<file path="config.mk">
export PLATFORM = sky130hd
export DESIGN_NAME = source_text_tokenizer
export DESIGN_NICKNAME = d
export VERILOG_FILES = /design/src/design/stt_pkg.sv /design/src/design/stt_scanner.sv /design/src/design/stt_result_queue.sv /design/src/design/source_text_tokenizer.sv
export SDC_FILE = /design/constraint.sdc
export NUM_CORES = 1
export LEC_CHECK = 0
export BUFFER_PORTS_ARGS = -buffer_cell sky130_fd_sc_hd__buf_2
export CAP_MARGIN = 5
export CORE_UTILIZATION = 50
export CTS_CLUSTER_DIAMETER = 40
export DETAILED_ROUTE_END_ITERATION = 10
export GPL_TIMING_DRIVEN = 1
export PLACE_DENSITY = 0.67
export SLEW_MARGIN = 20
export SYNTH_ARGS = -nofsm -noshare
export SYNTH_HDL_FRONTEND = slang
export SYNTH_SLANG_ARGS = --single-unit
</file>
<file path="constraint.sdc">
create_clock -name aclk -period 16.8 [get_ports aclk]
set_input_delay 2.52 -clock aclk [delete_from_list [all_inputs] [get_ports aclk]]
set_output_delay 2.52 -clock aclk [all_outputs]
set_load 0.01 [all_outputs]
</file>
<file path="src/design/stt_pkg.sv">
// ============================================================================
// stt_pkg: shared types and constants of the source text tokeniser
// Request and result payloads, scan modes, token kinds, character codes and
// the small helper functions used by the scanner.
// ============================================================================
package stt_pkg;

    // Counter widths of the offset and line trackers
    localparam int OFFSET_BITS = 16;
    localparam int LINE_BITS   = 16;

    // Widths of the result fields
    localparam int KIND_W  = 5;
    localparam int VALUE_W = 32;
    localparam int FIELD_W = 16;

    // Result queue depth and its fill counter width
    localparam int QUEUE_DEPTH = 4;
    localparam int COUNT_W     = $clog2(QUEUE_DEPTH + 1);

    localparam logic [OFFSET_BITS-1:0] OFFSET_MAX = '1;
    localparam logic [LINE_BITS-1:0]   LINE_MAX   = '1;

    // Input request: one source byte
    typedef struct packed {
        logic [7:0] ch;
        logic       first;
    } stt_in_t;

    // One result token
    typedef struct packed {
        logic [KIND_W-1:0]  token_kind;
        logic [VALUE_W-1:0] number_value;
        logic [FIELD_W-1:0] start_offset;
        logic [FIELD_W-1:0] end_offset;
        logic [FIELD_W-1:0] token_line;
        logic               unterminated;
        logic               last;
    } stt_out_t;

    // Up to two tokens produced by one byte, in order
    typedef struct packed {
        logic [1:0] count;
        stt_out_t   res_a;
        stt_out_t   res_b;
    } stt_emit_t;

    // Pending scan mode
    typedef enum logic [3:0] {
        MODE_IDLE    = 4'd0,
        MODE_NUM     = 4'd1,
        MODE_IDENT   = 4'd2,
        MODE_STR     = 4'd3,
        MODE_BANG    = 4'd4,
        MODE_EQ      = 4'd5,
        MODE_LT      = 4'd6,
        MODE_GT      = 4'd7,
        MODE_SLASH   = 4'd8,
        MODE_COMMENT = 4'd9
    } mode_t;

    // Token kinds
    localparam logic [KIND_W-1:0] K_NUMBER   = 5'd0;
    localparam logic [KIND_W-1:0] K_IDENT    = 5'd1;
    localparam logic [KIND_W-1:0] K_STRING   = 5'd2;
    localparam logic [KIND_W-1:0] K_LPAREN   = 5'd3;
    localparam logic [KIND_W-1:0] K_RPAREN   = 5'd4;
    localparam logic [KIND_W-1:0] K_LBRACE   = 5'd5;
    localparam logic [KIND_W-1:0] K_RBRACE   = 5'd6;
    localparam logic [KIND_W-1:0] K_COMMA    = 5'd7;
    localparam logic [KIND_W-1:0] K_DOT      = 5'd8;
    localparam logic [KIND_W-1:0] K_MINUS    = 5'd9;
    localparam logic [KIND_W-1:0] K_PLUS     = 5'd10;
    localparam logic [KIND_W-1:0] K_SEMI     = 5'd11;
    localparam logic [KIND_W-1:0] K_STAR     = 5'd12;
    localparam logic [KIND_W-1:0] K_BANG     = 5'd13;
    localparam logic [KIND_W-1:0] K_BANG_EQ  = 5'd14;
    localparam logic [KIND_W-1:0] K_EQ       = 5'd15;
    localparam logic [KIND_W-1:0] K_EQ_EQ    = 5'd16;
    localparam logic [KIND_W-1:0] K_LESS     = 5'd17;
    localparam logic [KIND_W-1:0] K_LESS_EQ  = 5'd18;
    localparam logic [KIND_W-1:0] K_GREATER  = 5'd19;
    localparam logic [KIND_W-1:0] K_GREAT_EQ = 5'd20;
    localparam logic [KIND_W-1:0] K_SLASH    = 5'd21;
    localparam logic [KIND_W-1:0] K_END      = 5'd22;

    // Character codes
    localparam logic [7:0] CH_NUL        = 8'h00;
    localparam logic [7:0] CH_TAB        = 8'h09;
    localparam logic [7:0] CH_NEWLINE    = 8'h0A;
    localparam logic [7:0] CH_CR         = 8'h0D;
    localparam logic [7:0] CH_SPACE      = 8'h20;
    localparam logic [7:0] CH_BANG       = 8'h21;
    localparam logic [7:0] CH_QUOTE      = 8'h22;
    localparam logic [7:0] CH_LPAREN     = 8'h28;
    localparam logic [7:0] CH_RPAREN     = 8'h29;
    localparam logic [7:0] CH_STAR       = 8'h2A;
    localparam logic [7:0] CH_PLUS       = 8'h2B;
    localparam logic [7:0] CH_COMMA      = 8'h2C;
    localparam logic [7:0] CH_MINUS      = 8'h2D;
    localparam logic [7:0] CH_DOT        = 8'h2E;
    localparam logic [7:0] CH_SLASH      = 8'h2F;
    localparam logic [7:0] CH_ZERO       = 8'h30;
    localparam logic [7:0] CH_NINE       = 8'h39;
    localparam logic [7:0] CH_SEMI       = 8'h3B;
    localparam logic [7:0] CH_LESS       = 8'h3C;
    localparam logic [7:0] CH_EQUALS     = 8'h3D;
    localparam logic [7:0] CH_GREATER    = 8'h3E;
    localparam logic [7:0] CH_UPPER_A    = 8'h41;
    localparam logic [7:0] CH_UPPER_Z    = 8'h5A;
    localparam logic [7:0] CH_UNDERSCORE = 8'h5F;
    localparam logic [7:0] CH_LOWER_A    = 8'h61;
    localparam logic [7:0] CH_LOWER_Z    = 8'h7A;
    localparam logic [7:0] CH_LBRACE     = 8'h7B;
    localparam logic [7:0] CH_RBRACE     = 8'h7D;

    function automatic logic is_digit(input logic [7:0] c);
        return (c >= CH_ZERO) && (c <= CH_NINE);
    endfunction

    function automatic logic is_alpha(input logic [7:0] c);
        return ((c >= CH_LOWER_A) && (c <= CH_LOWER_Z)) ||
               ((c >= CH_UPPER_A) && (c <= CH_UPPER_Z));
    endfunction

    // Saturating increments
    function automatic logic [OFFSET_BITS-1:0] inc_off(input logic [OFFSET_BITS-1:0] v);
        return (v == OFFSET_MAX) ? v : v + 1'b1;
    endfunction

    function automatic logic [LINE_BITS-1:0] inc_line(input logic [LINE_BITS-1:0] v);
        return (v == LINE_MAX) ? v : v + 1'b1;
    endfunction

    // Kind of a one- or two-character comparison operator
    function automatic logic [KIND_W-1:0] op_kind(input mode_t m, input logic with_eq);
        logic [KIND_W-1:0] k;
        case (m)
            MODE_BANG: k = with_eq ? K_BANG_EQ  : K_BANG;
            MODE_EQ:   k = with_eq ? K_EQ_EQ    : K_EQ;
            MODE_LT:   k = with_eq ? K_LESS_EQ  : K_LESS;
            MODE_GT:   k = with_eq ? K_GREAT_EQ : K_GREATER;
            default:   k = K_END;
        endcase
        return k;
    endfunction

    // Build one token; last is set later by the scanner
    function automatic stt_out_t make_res(
        input logic [KIND_W-1:0]      kind,
        input logic [VALUE_W-1:0]     val,
        input logic [OFFSET_BITS-1:0] s,
        input logic [OFFSET_BITS-1:0] e,
        input logic [LINE_BITS-1:0]   ln,
        input logic                   unt
    );
        stt_out_t r;
        r.token_kind   = kind;
        r.number_value = val;
        r.start_offset = FIELD_W'(s);
        r.end_offset   = FIELD_W'(e);
        r.token_line   = FIELD_W'(ln);
        r.unterminated = unt;
        r.last         = 1'b0;
        return r;
    endfunction

endpackage

</file>
<file path="src/design/stt_scanner.sv">
// ============================================================================
// stt_scanner: per-byte scan state and token emission
// Holds the pending mode, number accumulator, token start and position and
// line counters; works out in one pass the up to two tokens a byte completes.
// ============================================================================
module stt_scanner
    import stt_pkg::*;
(
    input  logic      aclk,
    input  logic      aresetn,
    input  logic      step_en,
    input  stt_in_t   in_item,
    output stt_emit_t emit
);

    mode_t                  mode_reg,  mode_next;
    logic [VALUE_W-1:0]     acc_reg,   acc_next;
    logic [OFFSET_BITS-1:0] start_reg, start_next;
    logic [LINE_BITS-1:0]   sline_reg, sline_next;
    logic [OFFSET_BITS-1:0] pos_reg,   pos_next;
    logic [LINE_BITS-1:0]   line_reg,  line_next;
    logic                   fin_reg,   fin_next;

    mode_t                  eff_mode;
    logic [VALUE_W-1:0]     eff_acc;
    logic [OFFSET_BITS-1:0] eff_start;
    logic [LINE_BITS-1:0]   eff_sline;
    logic [OFFSET_BITS-1:0] eff_pos;
    logic [LINE_BITS-1:0]   eff_line;
    logic                   eff_fin;

    logic [7:0]  c;
    logic        fresh;
    logic        p_emit, f_emit;
    stt_out_t    p_res,  f_res;

    assign c = in_item.ch;

    // A first byte starts from the reset state
    always_comb begin
        if (in_item.first) begin
            eff_mode  = MODE_IDLE;
            eff_acc   = '0;
            eff_start = '0;
            eff_sline = '0;
            eff_pos   = '0;
            eff_line  = '0;
            eff_fin   = 1'b0;
        end else begin
            eff_mode  = mode_reg;
            eff_acc   = acc_reg;
            eff_start = start_reg;
            eff_sline = sline_reg;
            eff_pos   = pos_reg;
            eff_line  = line_reg;
            eff_fin   = fin_reg;
        end
    end

    // Scan step: close the pending token, then scan the byte afresh
    always_comb begin
        mode_next  = eff_mode;
        acc_next   = eff_acc;
        start_next = eff_start;
        sline_next = eff_sline;
        pos_next   = inc_off(eff_pos);
        line_next  = eff_line;
        fin_next   = eff_fin;
        fresh      = 1'b1;
        p_emit     = 1'b0;
        f_emit     = 1'b0;
        p_res      = make_res(K_END, '0, eff_start, eff_pos, eff_sline, 1'b0);
        f_res      = make_res(K_END, '0, eff_pos, inc_off(eff_pos), eff_line, 1'b0);

        if (!eff_fin) begin
            case (eff_mode)
                MODE_NUM: begin
                    if (is_digit(c)) begin
                        acc_next = (eff_acc << 3) + (eff_acc << 1)
                                 + VALUE_W'(c - CH_ZERO);
                        fresh    = 1'b0;
                    end else begin
                        p_emit = 1'b1;
                        p_res  = make_res(K_NUMBER, eff_acc, eff_start, eff_pos,
                                          eff_sline, 1'b0);
                    end
                end
                MODE_IDENT: begin
                    if (is_alpha(c) || (c == CH_UNDERSCORE)) begin
                        fresh = 1'b0;
                    end else begin
                        p_emit = 1'b1;
                        p_res  = make_res(K_IDENT, '0, eff_start, eff_pos,
                                          eff_sline, 1'b0);
                    end
                end
                MODE_STR: begin
                    fresh = 1'b0;
                    if (c == CH_QUOTE) begin
                        p_emit    = 1'b1;
                        p_res     = make_res(K_STRING, '0, eff_start, inc_off(eff_pos),
                                             eff_sline, 1'b0);
                        mode_next = MODE_IDLE;
                    end else if (c == CH_NUL) begin
                        // unterminated: flag it, the NUL then ends the source
                        p_emit = 1'b1;
                        p_res  = make_res(K_STRING, '0, eff_start, eff_pos,
                                          eff_sline, 1'b1);
                        fresh  = 1'b1;
                    end else if (c == CH_NEWLINE) begin
                        line_next = inc_line(eff_line);
                    end
                end
                MODE_BANG, MODE_EQ, MODE_LT, MODE_GT: begin
                    p_emit = 1'b1;
                    if (c == CH_EQUALS) begin
                        p_res     = make_res(op_kind(eff_mode, 1'b1), '0, eff_start,
                                             inc_off(eff_pos), eff_sline, 1'b0);
                        mode_next = MODE_IDLE;
                        fresh     = 1'b0;
                    end else begin
                        p_res = make_res(op_kind(eff_mode, 1'b0), '0, eff_start,
                                         eff_pos, eff_sline, 1'b0);
                    end
                end
                MODE_SLASH: begin
                    if (c == CH_SLASH) begin
                        mode_next = MODE_COMMENT;
                        fresh     = 1'b0;
                    end else begin
                        p_emit = 1'b1;
                        p_res  = make_res(K_SLASH, '0, eff_start, eff_pos,
                                          eff_sline, 1'b0);
                    end
                end
                MODE_COMMENT: begin
                    if ((c != CH_NEWLINE) && (c != CH_NUL)) begin
                        fresh = 1'b0;
                    end
                end
                default: begin
                end
            endcase

            // Fresh scan of this byte
            if (fresh) begin
                mode_next = MODE_IDLE;
                if (is_digit(c)) begin
                    mode_next  = MODE_NUM;
                    start_next = eff_pos;
                    sline_next = eff_line;
                    acc_next   = VALUE_W'(c - CH_ZERO);
                end else if (is_alpha(c)) begin
                    mode_next  = MODE_IDENT;
                    start_next = eff_pos;
                    sline_next = eff_line;
                end else begin
                    case (c)
                        CH_LPAREN: begin f_emit = 1'b1; f_res.token_kind = K_LPAREN; end
                        CH_RPAREN: begin f_emit = 1'b1; f_res.token_kind = K_RPAREN; end
                        CH_LBRACE: begin f_emit = 1'b1; f_res.token_kind = K_LBRACE; end
                        CH_RBRACE: begin f_emit = 1'b1; f_res.token_kind = K_RBRACE; end
                        CH_COMMA:  begin f_emit = 1'b1; f_res.token_kind = K_COMMA;  end
                        CH_DOT:    begin f_emit = 1'b1; f_res.token_kind = K_DOT;    end
                        CH_MINUS:  begin f_emit = 1'b1; f_res.token_kind = K_MINUS;  end
                        CH_PLUS:   begin f_emit = 1'b1; f_res.token_kind = K_PLUS;   end
                        CH_SEMI:   begin f_emit = 1'b1; f_res.token_kind = K_SEMI;   end
                        CH_STAR:   begin f_emit = 1'b1; f_res.token_kind = K_STAR;   end
                        CH_BANG, CH_EQUALS, CH_LESS, CH_GREATER, CH_SLASH,
                        CH_QUOTE: begin
                            start_next = eff_pos;
                            sline_next = eff_line;
                            case (c)
                                CH_BANG:    mode_next = MODE_BANG;
                                CH_EQUALS:  mode_next = MODE_EQ;
                                CH_LESS:    mode_next = MODE_LT;
                                CH_GREATER: mode_next = MODE_GT;
                                CH_SLASH:   mode_next = MODE_SLASH;
                                default:    mode_next = MODE_STR;
                            endcase
                        end
                        CH_SPACE, CH_CR, CH_TAB: begin
                        end
                        CH_NEWLINE: begin
                            line_next = inc_line(eff_line);
                        end
                        default: begin
                            // NUL or unrecognised byte ends the source
                            f_emit   = 1'b1;
                            fin_next = 1'b1;
                        end
                    endcase
                end
            end
        end
    end

    // Order the tokens and mark the final one
    always_comb begin
        emit.count = {1'b0, p_emit} + {1'b0, f_emit};
        emit.res_a = p_emit ? p_res : f_res;
        emit.res_b = f_res;
        if (p_emit && f_emit) begin
            emit.res_b.last = 1'b1;
        end else begin
            emit.res_a.last = 1'b1;
        end
    end

    // Scan state
    always_ff @(posedge aclk) begin
        if (!aresetn) begin
            mode_reg  <= MODE_IDLE;
            acc_reg   <= '0;
            start_reg <= '0;
            sline_reg <= '0;
            pos_reg   <= '0;
            line_reg  <= '0;
            fin_reg   <= 1'b0;
        end else if (step_en) begin
            mode_reg  <= mode_next;
            acc_reg   <= acc_next;
            start_reg <= start_next;
            sline_reg <= sline_next;
            pos_reg   <= pos_next;
            line_reg  <= line_next;
            fin_reg   <= fin_next;
        end
    end

endmodule

</file>
<file path="src/design/stt_result_queue.sv">
// ============================================================================
// stt_result_queue: result queue with registered head
// Shift queue taking up to two tokens per cycle and handing out one; the
// head entry drives the result channel directly.
// ============================================================================
module stt_result_queue
    import stt_pkg::*;
(
    input  logic      aclk,
    input  logic      aresetn,
    input  logic      push,
    input  stt_emit_t push_data,
    input  logic      pop,
    output logic      room,
    output logic      head_valid,
    output stt_out_t  head
);

    stt_out_t             entry_reg [QUEUE_DEPTH];
    stt_out_t             entry_next [QUEUE_DEPTH];
    logic [COUNT_W-1:0]   count_reg, count_next;
    logic [COUNT_W-1:0]   base;
    logic [COUNT_W-1:0]   add;

    assign head_valid = (count_reg != '0);
    assign head       = entry_reg[0];

    // Occupancy after this cycle's pop
    assign base = count_reg - COUNT_W'(pop);
    assign room = (base <= COUNT_W'(QUEUE_DEPTH - 2));
    assign add  = push ? COUNT_W'(push_data.count) : '0;

    assign count_next = base + add;

    // Shift down on pop, then write new tokens behind the survivors
    always_comb begin
        for (int i = 0; i < QUEUE_DEPTH; i++) begin
            if (pop && (i < QUEUE_DEPTH - 1)) begin
                entry_next[i] = entry_reg[(i + 1) % QUEUE_DEPTH];
            end else begin
                entry_next[i] = entry_reg[i];
            end
            if ((add != '0) && (base == COUNT_W'(i))) begin
                entry_next[i] = push_data.res_a;
            end
            if ((add == COUNT_W'(2)) && ((base + 1'b1) == COUNT_W'(i))) begin
                entry_next[i] = push_data.res_b;
            end
        end
    end

    always_ff @(posedge aclk) begin
        if (!aresetn) begin
            count_reg <= '0;
        end else begin
            count_reg <= count_next;
        end
    end

    always_ff @(posedge aclk) begin
        for (int i = 0; i < QUEUE_DEPTH; i++) begin
            entry_reg[i] <= entry_next[i];
        end
    end

endmodule

</file>
<file path="src/design/source_text_tokenizer.sv">
// ============================================================================
// source_text_tokenizer: streaming lexical scanner top level
// Input register, single-pass scanner and result queue.
// ============================================================================
// The first token of an accepted byte passes through the input register, then
// the scan into the queue head, which waits while the queue lacks room.
// Throughput: one byte per cycle while the four-entry result queue has room
// for two tokens; result draining (one token per cycle) bounds bursts.
// Reset: aresetn synchronous, active low; clears scan state, position, line,
// input register and queue.
module source_text_tokenizer
    import stt_pkg::*;
(
    input  logic     aclk,
    input  logic     aresetn,
    input  logic     s_valid,
    output logic     s_ready,
    input  stt_in_t  s_data,
    output logic     m_valid,
    input  logic     m_ready,
    output stt_out_t m_data
);

    stt_in_t   in_reg;
    logic      in_valid_reg;
    logic      step_en;
    logic      room;
    stt_emit_t emit;

    // Scan the held byte once the queue can take its tokens
    assign step_en = in_valid_reg && room;
    assign s_ready = !in_valid_reg || step_en;

    // Input register
    always_ff @(posedge aclk) begin
        if (!aresetn) begin
            in_valid_reg <= 1'b0;
        end else if (s_ready) begin
            in_valid_reg <= s_valid;
        end
    end

    always_ff @(posedge aclk) begin
        if (s_valid && s_ready) begin
            in_reg <= s_data;
        end
    end

    stt_scanner u_scanner (
        .aclk    (aclk),
        .aresetn (aresetn),
        .step_en (step_en),
        .in_item (in_reg),
        .emit    (emit)
    );

    stt_result_queue u_queue (
        .aclk       (aclk),
        .aresetn    (aresetn),
        .push       (step_en),
        .push_data  (emit),
        .pop        (m_valid && m_ready),
        .room       (room),
        .head_valid (m_valid),
        .head       (m_data)
    );

endmodule
</file>
---- After elaboration in Yosys (flattened, before gate mapping) ----
Memories as Yosys holds them, arrays and structs flattened.
Index checks and enable logic that the tools add are counted.
cells by class
  add/subtract/negate cells ............... 9
  magnitude comparators ................... 7
  equality and inequality tests ........... 40
  muxes and demuxes ....................... 95
  reductions and logical operators ........ 30
operators by type and width
  operator                                                                              count
  87-bit 2-to-1 mux                                                                     18
  87-bit one-hot mux with 5 select lines                                                1
  16-bit 2-to-1 mux                                                                     25
  32-bit 2-to-1 mux                                                                     6
  8-bit by 6-bit equality test with 1-bit output (second input constant)                15
  84-bit 2-to-1 mux                                                                     1
  32-bit adder                                                                          2
  5-bit one-hot mux with 10 select lines                                                1
  5-bit one-hot mux with 4 select lines                                                 2
  4-bit 2-to-1 mux                                                                      9
  16-bit by 1-bit adder with 16-bit output (second input constant)                      2
  16-bit equality test (second input constant)                                          2
  8-bit by 4-bit equality test with 1-bit output (second input constant)                3
  8-bit by 7-bit equality test with 1-bit output (second input constant)                3
  1-bit 2-to-1 mux                                                                      23
  5-bit 2-to-1 mux                                                                      4
  4-bit one-hot mux with 5 select lines                                                 1
  20-bit OR reduction                                                                   1
  4-bit by 3-bit equality test with 1-bit output (second input constant)                4
  8-bit by 7-bit greater-or-equal comparator with 1-bit output (second input constant)  2
  8-bit by 7-bit <= comparator with 1-bit output (second input constant)                2
  1-bit logical AND                                                                     16
  3-bit by 2-bit equality test with 1-bit output (second input constant)                5
  4-bit one-hot mux with 3 select lines                                                 1
  25 further kinds                                                                      32
word-level totals
  flip-flop bits (word level) ............. 114
  RAM bits ................................ 348
  input port bits ......................... 13
  word-level logic and storage cells ...... 193
  memories ................................ 1
memories
  memory             depth  width  rd ports  clocked after Yosys merged registers in  wr ports  line                    RTL
  u_queue.entry_reg  4      87     4         0                                        4         stt_result_queue.sv:19  stt_out_t entry_reg [QUEUE_DEPTH];

---- Depth between registers and ports, before layout ----
Gate-level depths: netlist of run 1.
  depth in word-level cells ............... 15
  depth in mapped cells ................... 22
  gate-level depth less buffers ........... 17

---- Hierarchy ----
A second synthesis of run 1 with hierarchy kept.
unflattened totals
  cells, all modules ...................... 2868
  area total of the unflattened synthesis .. 28568.6 µm²
by module, submodules not included
  module                 instances  cells each  area an instance (µm²)  seq. area each (µm²)
  stt_result_queue       1          1563        18418.9                 10510.1
  stt_scanner            1          1289        9808.2                  2021.9
  source_text_tokenizer  1          16          341.6                   290.3

---- Worst setup path after synthesis of run 1 ----
Ideal clock, no wire load.
  path type ............................... input port to flip-flop
  start point ............................. input port m_ready
  end point ............................... memory u_queue.entry_reg[1][0] in the netlist's numbering, enable pin
  setup time .............................. 0.761 ns
  arrival ................................. 6.366 ns
  required time ........................... 16.039 ns
  slack ................................... 9.673 ns
  stages .................................. 14
  path buffers ............................ 4
  path through ............................ nand2_1 > clkinv_1 > clkbuf_1 > ha_1 > ha_1 > clkbuf_1 > nor2_1 > ha_1 > nor2b_1 > and3_1 > nand3_1 > clkbuf_1 > clkbuf_1 > nand3_1
RTL lines
  item         line                         RTL
  from (decl)  source_text_tokenizer.sv:20  input logic m_ready,
  to (decl)    stt_result_queue.sv:19

==> results.ini, run 1 <==
[outcome]
status=finished clean

[cts]
clkTransAtPathRegs_ps=50
h-tree-depth=3
cts-root-buf=clkbuf_16
cts_tree=yes
clock-sinks=462
clk_latency_ps=620
cts_resized=0
hold_buffers=0
cts_made_buffers=77
cts_max_path_buffers=3
cts_setup_buffers=0

[timing]
fin_tns_setup_ps=0
min_period_ps=7540
worstMarginPinSlew_ps=1050
drv_slew=0
grt_setup_unrepaired=false
holdWs_ps=451
skew_ps=29.0
setup_viol=0
max_freq_mhz=133
period_share_pct=44.9
final_hold_viol_count=0
relSlewSlack_pct=30.0

[synthesis]
yosysMostFrequentCell=nand2_1
synth.distinct_cells=87
synth_edf_count=225
syn_inst=2801
synth_common_cells=nand2_1, nor2_1, dfxtp_1, edfxtp_1, a21oi_1
synth_top_area_share_pct=27.0
synth_seq_area_share_pct=46.0
syn_area_um2=25000
yosysTopAreaCell=edfxtp_1
yosys_most_used_dff=dfxtp_1
yosysWarningCount=0
synthTopCellsByArea=edfxtp_1, dfxtp_1, nand2_1
postSynth.asyncResetShare_pct=0
ys_ff_latch=462
syn_area_per_cell_um2=8.92
syn_nets=2887

[flow_run]
drv_cap=0

[finish]
antenna_cells=0
drive_gt1_share_pct=11.8
nets=2885
largest_reg_flops=348
area_growth_pct=14.0
fillers=4233
finalCoreUtilization_pct=57.9

[placed_design]
dp_hpwl_um=49500
gp_congestion=0.940
portBuffers=101

[setup_path]
regToRegStartpoint=u_queue.count_reg[2]
r2r-end=u_queue.entry_reg[1][28]
worstPathRequired_ps=17020
startpoint_type=primary input
reg2regPathDepth=13
cp_max_fo=95
r2r_slack_ps=10410
cp.arrival_ps=7760
end_kind=register
crit_type=in2reg

[grt]
busiest_layer=met2
grtUsageTotal_pct=29.2
grt_pass1_vias=20800
antenna_found_initial=0
grt_use_met2_pct=47.1
grt_overflow=0
grt_first_pass_wirelength_um=117000
grtUsageMet3_pct=4.11
grt_max_degree=96
globalRouteMet1Util_pct=39.4

[floorplanning]
initial_core_util_pct=50.8
rows=81
chipHeight_um=226
core-area_um2=49200
pin_count=102
die-area_um2=50900
die_w_um=226

[power]
power_frac_clock_pct=35.6
ir_drop_uv=112
power.internal_mw=3.01
p_leak_nw=11.2
p_sw_share_pct=33.8
power_density_nw_per_um2=159
p_switching_mw=1.54
p_comb_share_pct=27.7
pwr-share-seq_pct=36.7

[drt]
antenna_left=0
routed_wl_um=74500
drtPass1Iterations=6
drc=0
drt_iter0_markers=2446
viasPerCell=6.26
dr_total_vias=22100
wl_per_cell_um=21.1

[worst_hold_path]
worstHoldEndpoint=u_queue.entry_reg[3][80]
hold_depth=2
hold_path.class=reg2reg
hold_start=u_queue.entry_reg[3][80]

worst max-delay path, cell delays in order:
cell and delay (ps):
buf_2 110, nand2_4 590, clkinv_1 240, ha_1 250, ha_1 490, nor2_1 130
nand3b_1 620, buf_4 430, nor2_1 440, nand2_4 410, buf_4 530, nand3_2 190
buf_4 650
cells by family (layout without fill, tap and decap cells):
group,Yosys count,count (layout),share of synthesized area [%]
fa+ha+maj,73,73,4.56
simple gates,1081,1081,19.7
xor+xnor,40,40,1.40
flops,462,462,46.0
compound gates,779,779,20.1
buf+inv,271,332,4.34
mux,95,95,3.89
through the flow:
| step | setup WS [ps] | std cells | cell area, um2 | power, mW |
|---|---|---|---|---|
| 6_report | 9260 | 3526 | 28500 | 4.54 |
| 5_1_grt | 8960 | 3526 | 28500 | 4.76 |
| 4_1_cts | 9290 | 3526 | 28500 | 4.56 |
| 3_5_place_dp | 8650 | 3384 | 25800 | 2.94 |
| 3_3_place_gp | 8760 | 3384 | 25800 | 2.90 |
| 2_1_floorplan | 9670 | 2801 | 25000 | 2.54 |
cell type report:
cell class	count	area, um2	share of cell area, %
Clock buffer	87	2050	7.19
Clock inverter	55	623	2.19
Inverter	50	188	0.659
Multi-Input combinational cell	2068	12500	43.9
Sequential cell	462	11500	40.4
Timing Repair Buffer	140	798	2.80
Tap cell	664	831	2.92
power groups by stage:
stage                     clock [mW]  sequential [mW]  combinational, mW
after global placement             0             1.68               1.22
after floorplan                    0             1.71              0.836
final                           1.62             1.67               1.26
after detailed placement           0             1.69               1.25
after CTS                       1.64             1.67               1.26
after global routing            1.68             1.69               1.39
cells in the final DEF (no fill, tap or decap), types with 65 or more instances in the layout:
| master | Yosys | routed |
|---|---|---|
| nand2_1 | 395 | 391 |
| nor2_1 | 271 | 265 |
| dfxtp_1 | 237 | 237 |
| edfxtp_1 | 225 | 225 |
| a21oi_1 | 192 | 192 |
| o21ai_0 | 168 | 168 |
| nand3_1 | 161 | 156 |
| buf_2 | 27 | 101 |
| a211oi_1 | 99 | 99 |
| clkbuf_16 | 0 | 80 |
| mux2i_1 | 78 | 78 |
| nor2b_1 | 66 | 65 |
layer usage:
metal,vias to the layer above,share of wire [%],wire length (um)
li1,10300,-,-
met1,10700,43,31800
met2,932,47,34700
met3,158,7.3,5440
met4,0,3.4,2510
met5,-,0,0
worst max path at each step:
stage / startpoint / end / slack, ps / cells past startpoint
after global routing: m_ready / u_queue.entry_reg[1][28] / 8960 / 13
after global placement: m_ready / u_queue.entry_reg[3][17] / 8760 / 14
final: m_ready / u_queue.entry_reg[1][28] / 9260 / 13
after CTS: m_ready / u_queue.entry_reg[1][28] / 9290 / 13
after detailed placement: m_ready / u_queue.entry_reg[1][18] / 8650 / 13
after floorplan: m_ready / u_queue.entry_reg[1][0] / 9670 / 14
No activity file was read; power rests on OpenSTA's default activity.
==> inputs of run 2 (changes only) <==
--- a/config.mk
+++ b/config.mk
@@ -5,6 +5,7 @@
 export SDC_FILE = /design/constraint.sdc
 export NUM_CORES = 1
 export LEC_CHECK = 0
+export ABC_AREA = 1
 export BUFFER_PORTS_ARGS = -buffer_cell sky130_fd_sc_hd__buf_2
 export CAP_MARGIN = 5
 export CORE_UTILIZATION = 50
==> constraint.sdc (replaced) <==
create_clock -name aclk -period 7.2 [get_ports aclk]
set_input_delay 1.08 -clock aclk [delete_from_list [all_inputs] [get_ports aclk]]
set_output_delay 1.08 -clock aclk [all_outputs]
set_load 0.01 [all_outputs]
==> run 2 against run 1 <==
Compared with the run above: first-iteration DRC count rose by 18%; clock skew fell by 3.7 ps; combinational power rose to 3.6 times the previous value; clock-buffer cell count fell by 2; critical path depth rose by 6; global-route usage rose by 0.097 points; routed wire length rose by 11%; critical path type is now reg2reg; largest cell class unchanged.
==> results.ini, run 2 <==
[floorplanning]
die-area_um2=56100  ; +10%
core-area_um2=54100  ; +10%
chipHeight_um=237  ; +5.0%
pin_count=102  ; unchanged
initial_core_util_pct=50.9  ; +0.095 points
rows=85  ; +4.9%
die_w_um=237  ; +5.0%

[synthesis]
syn_area_per_cell_um2=7.25  ; -19%
synth_top_area_share_pct=24.5  ; -2.5 points
yosysWarningCount=0  ; unchanged
synthTopCellsByArea=edfxtp_1, dfxtp_1, nand2_1
synth_compound_area_share_pct=16.3  ; -3.8 points
postSynth.asyncResetShare_pct=0  ; unchanged
synth_simple_gate_area_share_pct=28.7  ; +9.0 points
yosys_most_used_dff=dfxtp_1
synthAdderAreaFrac_pct=4.13  ; -0.43 points
synth_top_family_by_area=simple AND/OR/NAND/NOR gates
syn_area_um2=27600  ; +10%
syn_nets=3891  ; +35%
yosysMostFrequentCell=nand2_1
synth_seq_area_share_pct=41.7  ; -4.3 points
synth.distinct_cells=51  ; -41%
syn_inst=3805  ; +36%
synth_common_cells=nand2_1, inv_1, nand3_1, nor2_1, dfxtp_1
synth_xor_area_share_pct=0.789  ; -0.61 points
synthMuxAreaShare_pct=0  ; -3.9 points
yosysTopAreaCell=edfxtp_1
synth_edf_count=225  ; unchanged
ys_ff_latch=462  ; unchanged

[timing]
holdWs_ps=448  ; -2.32 ps
skew_ps=25.3  ; -3.71 ps
min_period_ps=5770
period_share_pct=80.1
relSlewSlack_pct=25.9  ; -4.2 points
setup_viol=0  ; unchanged
final_hold_viol_count=0  ; unchanged
fin_tns_setup_ps=0  ; unchanged
max_freq_mhz=173
drv_slew=0  ; unchanged
grt_setup_unrepaired=false
worstMarginPinSlew_ps=1110  ; +62.4 ps

[cts]
cts_max_path_buffers=3  ; unchanged
clkTransAtPathRegs_ps=60  ; about the same
cts_setup_buffers=0  ; unchanged
clock-sinks=462  ; unchanged
cts_tree=yes
cts_made_buffers=79  ; +2.6%
hold_buffers=0  ; unchanged
cts_resized=0  ; unchanged
clk_latency_ps=630  ; about the same
cts-root-buf=clkbuf_16
h-tree-depth=3  ; unchanged

[placed_design]
portBuffers=101  ; unchanged
gp_congestion=0.959  ; +2.0%
dp_hpwl_um=53300  ; +7.8%

[power]
power_mw=12.8  ; +180%
p_leak_nw=13.9  ; +24%
power_density_nw_per_um2=412  ; +160%
ir_drop_uv=229  ; +100%

[grt]
grt_max_degree=98  ; +2.1%
grtUsageTotal_pct=29.3  ; +0.097 points
grt_overflow=0  ; unchanged
grt_pass1_vias=23300  ; +12%
grt_first_pass_wirelength_um=131000  ; +12%
antenna_found_initial=0  ; unchanged

[flow_run]
drv_cap=0  ; unchanged

[outcome]
status=finished clean

[worst_hold_path]
worstHoldEndpoint=u_queue.entry_reg[0][81]
hold_depth=2  ; unchanged
hold_path.class=reg2reg
hold_start=u_queue.entry_reg[0][81]

[setup_path]
slowest_delay_ps=780  ; +130 ps
startpoint_type=register
cp.arrival_ps=6060  ; -1700 ps
cp_common_cell=nand2_1
reg2regPathDepth=19  ; +6
cp_cell_sequence=ha_1 -> nand2_1 -> inv_1 -> nand3_1 -> nand2_1 -> nand2_1 -> nand2_2 -> nor3_2 -> nand3_2 -> nand2_1 -> nor4_1 -> ha_1 -> inv_1 -> nor2_8 -> nand3_2 -> nor2_4 -> inv_2 -> nand2_4 -> buf_12
r2r-end=u_queue.entry_reg[3][34]
worstPathRequired_ps=7500  ; -9520 ps
regToRegStartpoint=in_reg[5]
crit_cells=19  ; +6
crit_type=reg2reg
cp_max_fo=49  ; -48%
crit_family=simple AND/OR/NAND/NOR gates
critical_path_buf_inv_count=4  ; -1
r2r_slack_ps=1430  ; -8980 ps
end_kind=register
slowest_stage=nand2_1

[drt]
routed_wl_um=82500  ; +11%
wl_per_cell_um=18.1  ; -15%
viasPerCell=5.66  ; -9.5%
drtPass1Iterations=6  ; unchanged
drt_iter0_markers=2885  ; +18%
dr_total_vias=25900  ; +17%
drc=0  ; unchanged
antenna_left=0  ; unchanged

[finish]
nets=3895  ; +35%
mostFrequentLayoutCells=nand2_1, inv_1, nand3_1
antenna_cells=0  ; unchanged
largest_reg_flops=348  ; unchanged
layout_commonest_cell=nand2_1
finalCoreUtilization_pct=57.4  ; -0.59 points
area_growth_pct=12.6
drive_gt1_share_pct=10.6  ; -1.2 points

## run 2: power breakdown
group / internal (mW) / switching [mW]
registers: 3.95 / 0.355
clock network: 2.49 / 1.43
logic: 1.44 / 3.11
total: 7.88 / 4.90
## run 2: logic make-up (layout without fill, tap and decap cells)
kind of cell,Yosys count,count (layout)
flip-flops,462,462
AO/OA/AOI/OAI,785,785
buffers and inverters,561,628
XOR/XNOR,24,24
AND/OR/NAND/NOR,1900,1900
adder cells (fa/ha/maj),73,73
## run 2: how the worst max path moves through the flow
stage | startpoint | endpoint
after floorplan | m_ready | u_queue.entry_reg[1][0]
after global placement | in_reg[5] | u_queue.entry_reg[3][38]
after detailed placement | in_reg[5] | u_queue.entry_reg[3][34]
after CTS | in_reg[5] | u_queue.entry_reg[3][34]
after global routing | in_reg[5] | u_queue.entry_reg[3][34]
final | in_reg[5] | u_queue.entry_reg[3][34]
## run 2: routing by layer
metal  vias up  share of wire (%)  global-route usage, %
met5         -                  0                      0
met4         0                2.5                   9.78
met3       141                8.7                   5.00
met2      1109                 42                   43.4
met1     12000                 46                   43.2
li1      12700                  -                      -
## run 2: through the flow
stage / instance area (um2) / worst slack [ps] / instances
CTS: 31000 / 1640 / 4568
floorplan: 27600 / 2370 / 3805
global route: 31000 / 1010 / 4568
finish: 31000 / 1430 / 4568
detailed placement: 28300 / 1630 / 4424
global placement: 28300 / 1750 / 4424
## run 2: worst reg2reg max path: stages, from the launching register on
cell and delay (ps):
edfxtp_1 450, ha_1 260, nand2_1 70, inv_1 60, nand3_1 70, nand2_1 780
nand2_1 300, nand2_2 190, nor3_2 50, nand3_2 60, nand2_1 70, nor4_1 450
ha_1 350, inv_1 140, nor2_8 160, nand3_2 170, nor2_4 300, inv_2 470
nand2_4 680, buf_12 350
## run 2: area by class of cell
| type | count | area, um2 |
|---|---|---|
| clock buffer | 85 | 2040 |
| clock inverter | 59 | 724 |
| fill | 5003 | 23100 |
| inverter | 346 | 1300 |
| multi-input combinational | 2782 | 13800 |
| sequential | 462 | 11500 |
| tap | 696 | 871 |
| timing repair buffer | 138 | 808 |
